<file path="config.mk">
export PLATFORM = sky130hd
export DESIGN_NAME = thermal_packet_frame_sync
export DESIGN_NICKNAME = d
export VERILOG_FILES = /design/src/sv/tpfs_pkg.sv /design/src/sv/thermal_packet_frame_sync.sv
export VERILOG_INCLUDE_DIRS = /design/src /design/src/sv
export SDC_FILE = /design/constraint.sdc
export NUM_CORES = 1
export LEC_CHECK = 0
export BUFFER_PORTS_ARGS = -buffer_cell sky130_fd_sc_hd__buf_4
export CAP_MARGIN = 15
export CELL_PAD_IN_SITES_DETAIL_PLACEMENT = 0
export CELL_PAD_IN_SITES_GLOBAL_PLACEMENT = 1
export CORE_ASPECT_RATIO = 1.4
export CORE_MARGIN = 10
export CORE_UTILIZATION = 40
export CTS_CLUSTER_DIAMETER = 80
export CTS_CLUSTER_SIZE = 24
export DETAILED_ROUTE_END_ITERATION = 8
export HOLD_SLACK_MARGIN = 0.05
export PLACE_DENSITY_LB_ADDON = 0.1
export SLEW_MARGIN = 20
export SYNTH_ARGS = -nofsm -noshare
export SYNTH_HDL_FRONTEND = slang
export SYNTH_SLANG_ARGS = --single-unit
export TNS_END_PERCENT = 5
</file>
<file path="constraint.sdc">
create_clock -name clk -period 3.8 [get_ports clk]
set_input_delay 0.19 -clock clk [delete_from_list [all_inputs] [get_ports clk]]
set_output_delay 0.19 -clock clk [all_outputs]
set_load 0.005 [all_outputs]
</file>
<file path="src/sv/thermal_packet_frame_sync_macros.svh">
// Assertion macros for the thermal packet frame sync block.
`ifndef THERMAL_PACKET_FRAME_SYNC_MACROS_SVH
`define THERMAL_PACKET_FRAME_SYNC_MACROS_SVH

`ifndef NO_ASSERTIONS

// Same-cycle implication, disabled in reset.
`define TPFS_ASSERT_NOW(label, clk, rst, ante, cons, msg) \
  label: assert property (@(posedge clk) disable iff (rst) (ante) |-> (cons)) \
    else $error(msg);

// Next-cycle implication, disabled in reset.
`define TPFS_ASSERT_NEXT(label, clk, rst, ante, cons, msg) \
  label: assert property (@(posedge clk) disable iff (rst) (ante) |=> (cons)) \
    else $error(msg);

`else

`define TPFS_ASSERT_NOW(label, clk, rst, ante, cons, msg)
`define TPFS_ASSERT_NEXT(label, clk, rst, ante, cons, msg)

`endif

`endif

</file>
<file path="src/sv/tpfs_pkg.sv">
// Types, codes and constants of the thermal packet frame sync block.
`default_nettype none

package tpfs_pkg;

  localparam int unsigned IMAGE_PACKETS = 60;
  localparam int unsigned SEGMENT_PACKET = 20;

  localparam int unsigned CFG_INDEX_W = 2;
  localparam int unsigned CFG_DATA_W = 12;
  localparam int unsigned HEADER_W = 16;
  localparam int unsigned CRC_W = 16;
  localparam int unsigned VERDICT_W = 4;
  localparam int unsigned SEGMENT_W = 3;
  localparam int unsigned RUN_W = 8;
  localparam int unsigned FRAME_NUM_W = 16;
  localparam int unsigned INDEX_W = 8;
  localparam int unsigned TELEM_W = 3;
  localparam int unsigned HUNT_W = 12;

  localparam logic [HEADER_W-1:0] SEG_MASK = 16'h7000;
  localparam logic [HEADER_W-1:0] DISCARD_MASK = 16'h0f00;
  localparam logic [HEADER_W-1:0] NUM_MASK = 16'h00ff;

  localparam logic [CFG_INDEX_W-1:0] REG_SENSOR_IS_SEGMENTED = 2'd0;
  localparam logic [CFG_INDEX_W-1:0] REG_TELEMETRY_LINES = 2'd1;
  localparam logic [CFG_INDEX_W-1:0] REG_DESYNC_LIMIT = 2'd2;
  localparam logic [CFG_INDEX_W-1:0] REG_HUNT_LIMIT = 2'd3;

  localparam logic [RUN_W-1:0] DESYNC_LIMIT_RESET = 8'd60;
  localparam logic [HUNT_W-1:0] HUNT_LIMIT_RESET = 12'd2000;

  localparam logic OP_FRAME_START = 1'b0;
  localparam logic OP_PACKET = 1'b1;

  localparam logic [VERDICT_W-1:0] V_NONE = 4'd0;
  localparam logic [VERDICT_W-1:0] V_PUBLISHED = 4'd1;
  localparam logic [VERDICT_W-1:0] V_UNPUBLISHED = 4'd2;
  localparam logic [VERDICT_W-1:0] V_REJECTED = 4'd3;
  localparam logic [VERDICT_W-1:0] V_REJECT_HUNT = 4'd4;
  localparam logic [VERDICT_W-1:0] V_RESET_HUNT = 4'd5;
  localparam logic [VERDICT_W-1:0] V_HUNT_ENDED = 4'd6;
  localparam logic [VERDICT_W-1:0] V_HUNT_GAVE_UP = 4'd7;
  localparam logic [VERDICT_W-1:0] V_FAILED = 4'd8;

  typedef enum logic [3:0] {
    MODE_IDLE    = 4'b0001,
    MODE_COLLECT = 4'b0010,
    MODE_HUNT    = 4'b0100,
    MODE_DRAIN   = 4'b1000
  } mode_t;

endpackage

`default_nettype wire

</file>
<file path="src/sv/thermal_packet_frame_sync.sv">
// Top level of the thermal packet frame sync block.
`default_nettype none
`include "thermal_packet_frame_sync_macros.svh"

// Takes one word (frame start or packet) per clock and returns exactly one
// result word per input word, in the cycle after it is taken. All frame, hunt
// and drain checks are a single pass of small compares and counters from the
// input ports into the result register, so a word is accepted every cycle;
// in_stall rises only while the result register holds a word that the
// downstream side is stalling. Configuration writes take effect at once and
// belong in idle periods.
module thermal_packet_frame_sync (
  input  logic                                clk,
  input  logic                                rst,
  input  logic                                cfg_write,
  input  logic [tpfs_pkg::CFG_INDEX_W-1:0]    cfg_index,
  input  logic [tpfs_pkg::CFG_DATA_W-1:0]     cfg_data,
  input  logic                                in_valid,
  output logic                                in_stall,
  input  logic                                operation,
  input  logic [tpfs_pkg::HEADER_W-1:0]       header,
  input  logic [tpfs_pkg::CRC_W-1:0]          crc_word,
  input  logic                                transfer_ok,
  output logic                                out_valid,
  input  logic                                out_stall,
  output logic [tpfs_pkg::VERDICT_W-1:0]      verdict,
  output logic [tpfs_pkg::SEGMENT_W-1:0]      segment,
  output logic [tpfs_pkg::RUN_W-1:0]          desync_run,
  output logic [tpfs_pkg::RUN_W-1:0]          recovered_after,
  output logic [tpfs_pkg::FRAME_NUM_W-1:0]    frame_number
);
  import tpfs_pkg::*;

  logic                   sensor_is_segmented;
  logic [TELEM_W-1:0]     telemetry_lines;
  logic [RUN_W-1:0]       desync_limit;
  logic [HUNT_W-1:0]      hunt_limit;

  mode_t                  mode, mode_next;
  logic [INDEX_W-1:0]     packet_index, packet_index_next;
  logic [INDEX_W-1:0]     first_number, first_number_next;
  logic [SEGMENT_W-1:0]   frame_segment, frame_segment_next;
  logic                   frame_error, frame_error_next;
  logic [FRAME_NUM_W-1:0] frames_since_resync, frames_since_resync_next;
  logic [RUN_W-1:0]       reject_run, reject_run_next;
  logic [RUN_W-1:0]       reset_count, reset_count_next;
  logic [HUNT_W-1:0]      hunt_tries, hunt_tries_next;

  logic [VERDICT_W-1:0]   verdict_next;
  logic [RUN_W-1:0]       recov_next;

  logic                   accept;
  logic [INDEX_W-1:0]     frame_count;
  logic [INDEX_W-1:0]     index_inc;
  logic [INDEX_W-1:0]     number;
  logic [FRAME_NUM_W-1:0] frames_inc;
  logic [RUN_W-1:0]       reject_inc;
  logic [RUN_W-1:0]       reset_inc;
  logic                   give_up;
  logic                   keep;

  assign in_stall = out_valid && out_stall;
  assign accept = in_valid && !in_stall;

  assign frame_count = INDEX_W'(IMAGE_PACKETS) + {{(INDEX_W-TELEM_W){1'b0}}, telemetry_lines};
  assign index_inc = packet_index + 1'b1;
  assign number = header[INDEX_W-1:0];
  assign frames_inc = (frames_since_resync == '1) ? frames_since_resync
                                                  : frames_since_resync + 1'b1;
  assign reject_inc = (reject_run == '1) ? reject_run : reject_run + 1'b1;
  assign reset_inc = (reset_count == '1) ? reset_count : reset_count + 1'b1;
  assign give_up = hunt_tries >= hunt_limit;
  assign keep = transfer_ok && (((header & DISCARD_MASK) == DISCARD_MASK)
                || (number != '0) || (crc_word == '0));

  always_comb begin
    mode_next = mode;
    packet_index_next = packet_index;
    first_number_next = first_number;
    frame_segment_next = frame_segment;
    frame_error_next = frame_error;
    frames_since_resync_next = frames_since_resync;
    reject_run_next = reject_run;
    reset_count_next = reset_count;
    hunt_tries_next = hunt_tries;
    verdict_next = V_NONE;
    recov_next = '0;
    if (operation == OP_FRAME_START) begin
      if (mode == MODE_IDLE) begin
        mode_next = MODE_COLLECT;
        packet_index_next = '0;
        frame_error_next = 1'b0;
      end
    end else begin
      unique case (mode)
        MODE_IDLE: begin
        end
        MODE_COLLECT: begin
          if (!transfer_ok) frame_error_next = 1'b1;
          if (packet_index == '0) first_number_next = number;
          if (packet_index == INDEX_W'(SEGMENT_PACKET)) begin
            frame_segment_next = header[14:12];
          end
          packet_index_next = index_inc;
          if (index_inc >= frame_count) begin
            mode_next = MODE_IDLE;
            if (frame_error_next) begin
              verdict_next = V_FAILED;
            end else begin
              frames_since_resync_next = frames_inc;
              if (first_number_next == '0 && number == frame_count - 1'b1) begin
                reject_run_next = '0;
                recov_next = reset_count;
                reset_count_next = '0;
                if (!sensor_is_segmented ||
                    (frame_segment_next >= 3'd1 && frame_segment_next <= 3'd4)) begin
                  verdict_next = V_PUBLISHED;
                end else begin
                  verdict_next = V_UNPUBLISHED;
                end
              end else begin
                reject_run_next = reject_inc;
                priority if (reject_inc >= desync_limit) begin
                  reset_count_next = reset_inc;
                  reject_run_next = '0;
                  frames_since_resync_next = FRAME_NUM_W'(3);
                  verdict_next = V_RESET_HUNT;
                  mode_next = MODE_HUNT;
                  hunt_tries_next = '0;
                end else if (frames_inc > FRAME_NUM_W'(2)) begin
                  verdict_next = V_REJECT_HUNT;
                  mode_next = MODE_HUNT;
                  hunt_tries_next = '0;
                end else begin
                  verdict_next = V_REJECTED;
                end
              end
            end
          end
        end
        MODE_HUNT: begin
          if (!give_up) hunt_tries_next = hunt_tries + 1'b1;
          if (give_up || !keep) begin
            frame_error_next = give_up;
            packet_index_next = '0;
            mode_next = MODE_DRAIN;
          end
        end
        MODE_DRAIN: begin
          packet_index_next = index_inc;
          if (index_inc >= frame_count - 1'b1) begin
            verdict_next = frame_error ? V_HUNT_GAVE_UP : V_HUNT_ENDED;
            frames_since_resync_next = '0;
            mode_next = MODE_IDLE;
          end
        end
        default: begin
          mode_next = MODE_IDLE;
        end
      endcase
    end
  end

  always_ff @(posedge clk) begin
    if (rst) begin
      sensor_is_segmented <= 1'b0;
      telemetry_lines <= '0;
      desync_limit <= DESYNC_LIMIT_RESET;
      hunt_limit <= HUNT_LIMIT_RESET;
    end else if (cfg_write) begin
      unique case (cfg_index)
        REG_SENSOR_IS_SEGMENTED: sensor_is_segmented <= cfg_data[0];
        REG_TELEMETRY_LINES:     telemetry_lines <= cfg_data[TELEM_W-1:0];
        REG_DESYNC_LIMIT:        desync_limit <= cfg_data[RUN_W-1:0];
        REG_HUNT_LIMIT:          hunt_limit <= cfg_data[HUNT_W-1:0];
        default: begin
        end
      endcase
    end
  end

  always_ff @(posedge clk) begin
    if (rst) begin
      mode <= MODE_IDLE;
      packet_index <= '0;
      first_number <= '0;
      frame_segment <= '0;
      frame_error <= 1'b0;
      frames_since_resync <= '0;
      reject_run <= '0;
      reset_count <= '0;
      hunt_tries <= '0;
      out_valid <= 1'b0;
    end else begin
      if (accept) begin
        mode <= mode_next;
        packet_index <= packet_index_next;
        first_number <= first_number_next;
        frame_segment <= frame_segment_next;
        frame_error <= frame_error_next;
        frames_since_resync <= frames_since_resync_next;
        reject_run <= reject_run_next;
        reset_count <= reset_count_next;
        hunt_tries <= hunt_tries_next;
        out_valid <= 1'b1;
      end else if (!out_stall) begin
        out_valid <= 1'b0;
      end
    end
  end

  always_ff @(posedge clk) begin
    if (accept) begin
      verdict <= verdict_next;
      segment <= frame_segment_next;
      desync_run <= reject_run_next;
      recovered_after <= recov_next;
      frame_number <= frames_since_resync_next;
    end
  end

  `TPFS_ASSERT_NOW(a_recov_only_on_accept, clk, rst,
    out_valid && recovered_after != '0,
    verdict == V_PUBLISHED || verdict == V_UNPUBLISHED,
    "recovery count on a non-accepted frame")
  `TPFS_ASSERT_NOW(a_reset_hunt_counts, clk, rst,
    out_valid && verdict == V_RESET_HUNT,
    desync_run == '0 && frame_number == FRAME_NUM_W'(3),
    "hard reset verdict with stale counters")
  `TPFS_ASSERT_NOW(a_hunt_end_clears, clk, rst,
    out_valid && (verdict == V_HUNT_ENDED || verdict == V_HUNT_GAVE_UP),
    frame_number == '0 && mode == MODE_IDLE,
    "hunt end did not resync")
  `TPFS_ASSERT_NEXT(a_start_arms, clk, rst,
    accept && operation == OP_FRAME_START && mode == MODE_IDLE,
    mode == MODE_COLLECT && packet_index == '0 && verdict == V_NONE,
    "frame start in idle did not arm collection")
  `TPFS_ASSERT_NEXT(a_idle_packet_ignored, clk, rst,
    accept && operation == OP_PACKET && mode == MODE_IDLE,
    mode == MODE_IDLE && verdict == V_NONE,
    "packet in idle changed state")

endmodule

`default_nettype wire

</file>
==> impl_metrics.tcl <==
set metrics [dict create \
    arrival_ps 3790 \
    syn_inst 895 \
    holdWs_ps 102.3 \
    grt_use_total_pct 17.61 \
    status "finished, final reports clean" \
    root_buffer "clkbuf_16" \
    synthFlopType "dfxtp_1" \
    ant_nets 0 \
    htreeDepth 4 \
    cts_buffers 17 \
    drt_iter0_drc 429 \
    finalCritPeriodShare_pct 90.85 \
    port_buffers 92 \
    yosysMostFrequentCell "nand2_1" \
    worstSetupStartpointType "register" \
    dr.pass1.iters 5 \
    swShare_pct 24.73 \
    drt_wl_total_um 21770 \
    pwr-share-comb_pct 9.9 \
    syn_area_sq_um 7686 \
    antenna_found_initial 0 \
    clock-sinks 132 \
    io_pins 94 \
    nets 1127 \
    finalSetupTns_ps 0 \
    power_switching_w 0.0008722 \
    grt_pass1_vias 7110 \
    synth.area.top_cells "dfxtp_1, edfxtp_1, ha_1, nand2_1, a21oi_1" \
    post_cts_buffers 0 \
    clk_latency_ps 420 \
    overflow 0 \
    maxSlewViolCount 0 \
    layout-drive-gt1-share_pct 18.39 \
    setup_viol 0 \
    grt_max_degree 59 \
    ys_seq_area_share_pct 39.46 \
    synth_top_area_share_pct 24.22 \
    yosys.area.top_type "dfxtp_1" \
    layout_min_cycle_time_ps 3452 \
    wl_per_cell_um 16.90 \
    cp-end-kind "register" \
    fill_cells 1855 \
    die_h_um 184.0 \
    grt_pass1_wl_um 36050 \
    vias_per_cell 5.448 \
    rows 59 \
    dieArea_sq_um 25240 \
    synth.net_count 991 \
    synthArstFlopShare_pct 0 \
    design.core.area_sq_um 18750 \
    ir_worst_vdd_v 0.0002645 \
    finClkSkew_ps 11.27 \
    slew_headroom_pct 28.24 \
    intPower_w 0.002654 \
    path_class "reg -> reg" \
    gp_congestion 0.8633 \
    worst_pin_slew_ps 1070 \
    p_leak_nw 3.927 \
    syn2layout_area_growth_pct 25.62 \
    finalHoldViolations 0 \
    crit_required_ps 4140 \
    rsz0062_at_grt "no" \
    cts.clk_slew.worst_paths_ps 60 \
    timing.fmax_mhz 289.7 \
    synth-edff-count 39 \
    cts_buffer_depth 2 \
    total_power_w 0.003526 \
    dp_hpwl_um 16090 \
    holdCritPathClass "in -> reg" \
    die_x_um 137.2 \
    seq_power_share_pct 43.2 \
    initial_utilization_pct 40.99 \
    cellPowerDensity_nw_per_um2 365.2 \
    post-route-util_pct 51.49 \
    synth_common_cells "nand2_1, dfxtp_1, nor2_1" \
    ys_ff_latch 132 \
    vias 7017 \
    ys_types 73 \
    cp_max_fo 7 \
    instances_no_fill 1288 \
    yosysWarningCount 0 \
    drc 0 \
    dp_cells 1235 \
    tritoncts "done" \
    antenna_cells 0 \
    syn_area_per_cell_sq_um 8.588 \
    pwr-share-clk_pct 47.0 \
    cap_violations 0 \
]
==> final cells by class <==
type	instances	area, sq um	share of cell area [%]
Inverter	46	172.7	1.788
Clock buffer	19	442.9	4.587
Clock inverter	13	148.9	1.542
Tap cell	244	305.3	3.162
Timing Repair Buffer	161	1261	13.06
Sequential cell	132	3033	31.41
Multi-Input combinational cell	673	4292	44.45
==> repair_timing <==
action                                  CTS  global route
hold buffers                             21             0
hold endpoints to repair                 29             0
gates resized for setup                   0             1
endpoints found under the setup margin    0             3
==> power by group through the flow <==
| stage | registers, W | clock network (W) | logic (W) |
|---|---|---|---|
| after CTS | 0.00152 | 0.00169 | 0.000352 |
| after global routing | 0.00153 | 0.00176 | 0.000388 |
| after floorplan | 0.00155 | 0 | 0.000168 |
| final | 0.00152 | 0.00166 | 0.000348 |
| after global placement | 0.00155 | 0 | 0.000331 |
| after detailed placement | 0.00155 | 0 | 0.000334 |
==> worst paths after layout <==
| path | startpoint | endpoint | slack (ps) | cells past startpoint |
|---|---|---|---|---|
| worst max-delay path | reject_run[1] | reject_run[0] | 350 | 16 |
| worst max register to register | reject_run[1] | reject_run[0] | 350 | 16 |
| worst min register to register | desync_limit[7] | desync_limit[7] | 450 | 2 |
| worst min-delay path | out_stall | out_valid | 100 | 4 |
==> cells in the final DEF, fill, tap and decap left out, types with 6 or more instances in the layout <==
cell	n
nand2_1	99
buf_4	140
nor2_1	76
dlygate4sd3_1	21
o211a_1	6
clkbuf_16	17
nor3_1	16
edfxtp_1	39
nor4_1	14
xnor2_1	12
ha_1	43
a21o_1	7
dfxtp_1	93
a31oi_1	10
or2_2	6
o21ai_0	46
xor2_1	16
o31ai_1	8
a211oi_1	8
nand4_1	23
mux2i_1	19
nand2b_1	13
o211ai_1	16
and3_1	12
a21oi_1	63
o21a_1	8
inv_1	44
nand3_1	40
or4_1	8
nor2b_1	7
and2_1	13
a22o_1	8
==> cells by family (layout without fill, tap and decap cells) <==
group / Yosys count / count (layout) / share of synthesized area [%]
AO/OA/AOI/OAI: 230 / 230 / 20.09
XOR/XNOR: 28 / 28 / 3.191
adder cells (fa/ha/maj): 43 / 43 / 7.000
buffers and inverters: 90 / 239 / 4.721
flip-flops: 132 / 132 / 39.46
multiplexers: 19 / 19 / 2.474
AND/OR/NAND/NOR: 353 / 353 / 23.07
==> critical path: stages, from the launching register on <==
cell       delay, ps
dfxtp_1          340
ha_1             180
nand3_1           90
or2_2            300
nand4_1          110
xor2_1           150
inv_1             80
ha_1             180
a2111oi_1        390
buf_4            180
nor2b_1          120
o21ai_0           80
nand2_1          170
buf_4            150
nand2_1          190
or4_1            480
a31oi_1          200
==> flip-flops by register name (all words and copies together), names as in the netlist, 12 cells and up <==
name / cells
frames_since_resync: 16
hunt_tries: 12
frame_number: 16
hunt_limit: 12
==> stage by stage <==
| step | cell area, sq um | worst slack, ps |
|---|---|---|
| 2_1_floorplan | 7686 | 331.1 |
| 3_3_place_gp | 8852 | 320.2 |
| 3_5_place_dp | 8852 | 284.7 |
| 4_1_cts | 9654 | 262.3 |
| 5_1_grt | 9656 | 15.60 |
| 6_report | 9656 | 347.7 |
==> routing by layer <==
metal	routed length [um]	vias up	GRT usage (%)	share of wire [%]
met5	0	-	0	0
met4	399	0	5.664	1.8
met3	906	29	3.665	4.2
met2	11070	129	30.63	51
met1	9400	3293	20.98	43
li1	-	3566	-	-
No activity file was read; power rests on OpenSTA's default activity.
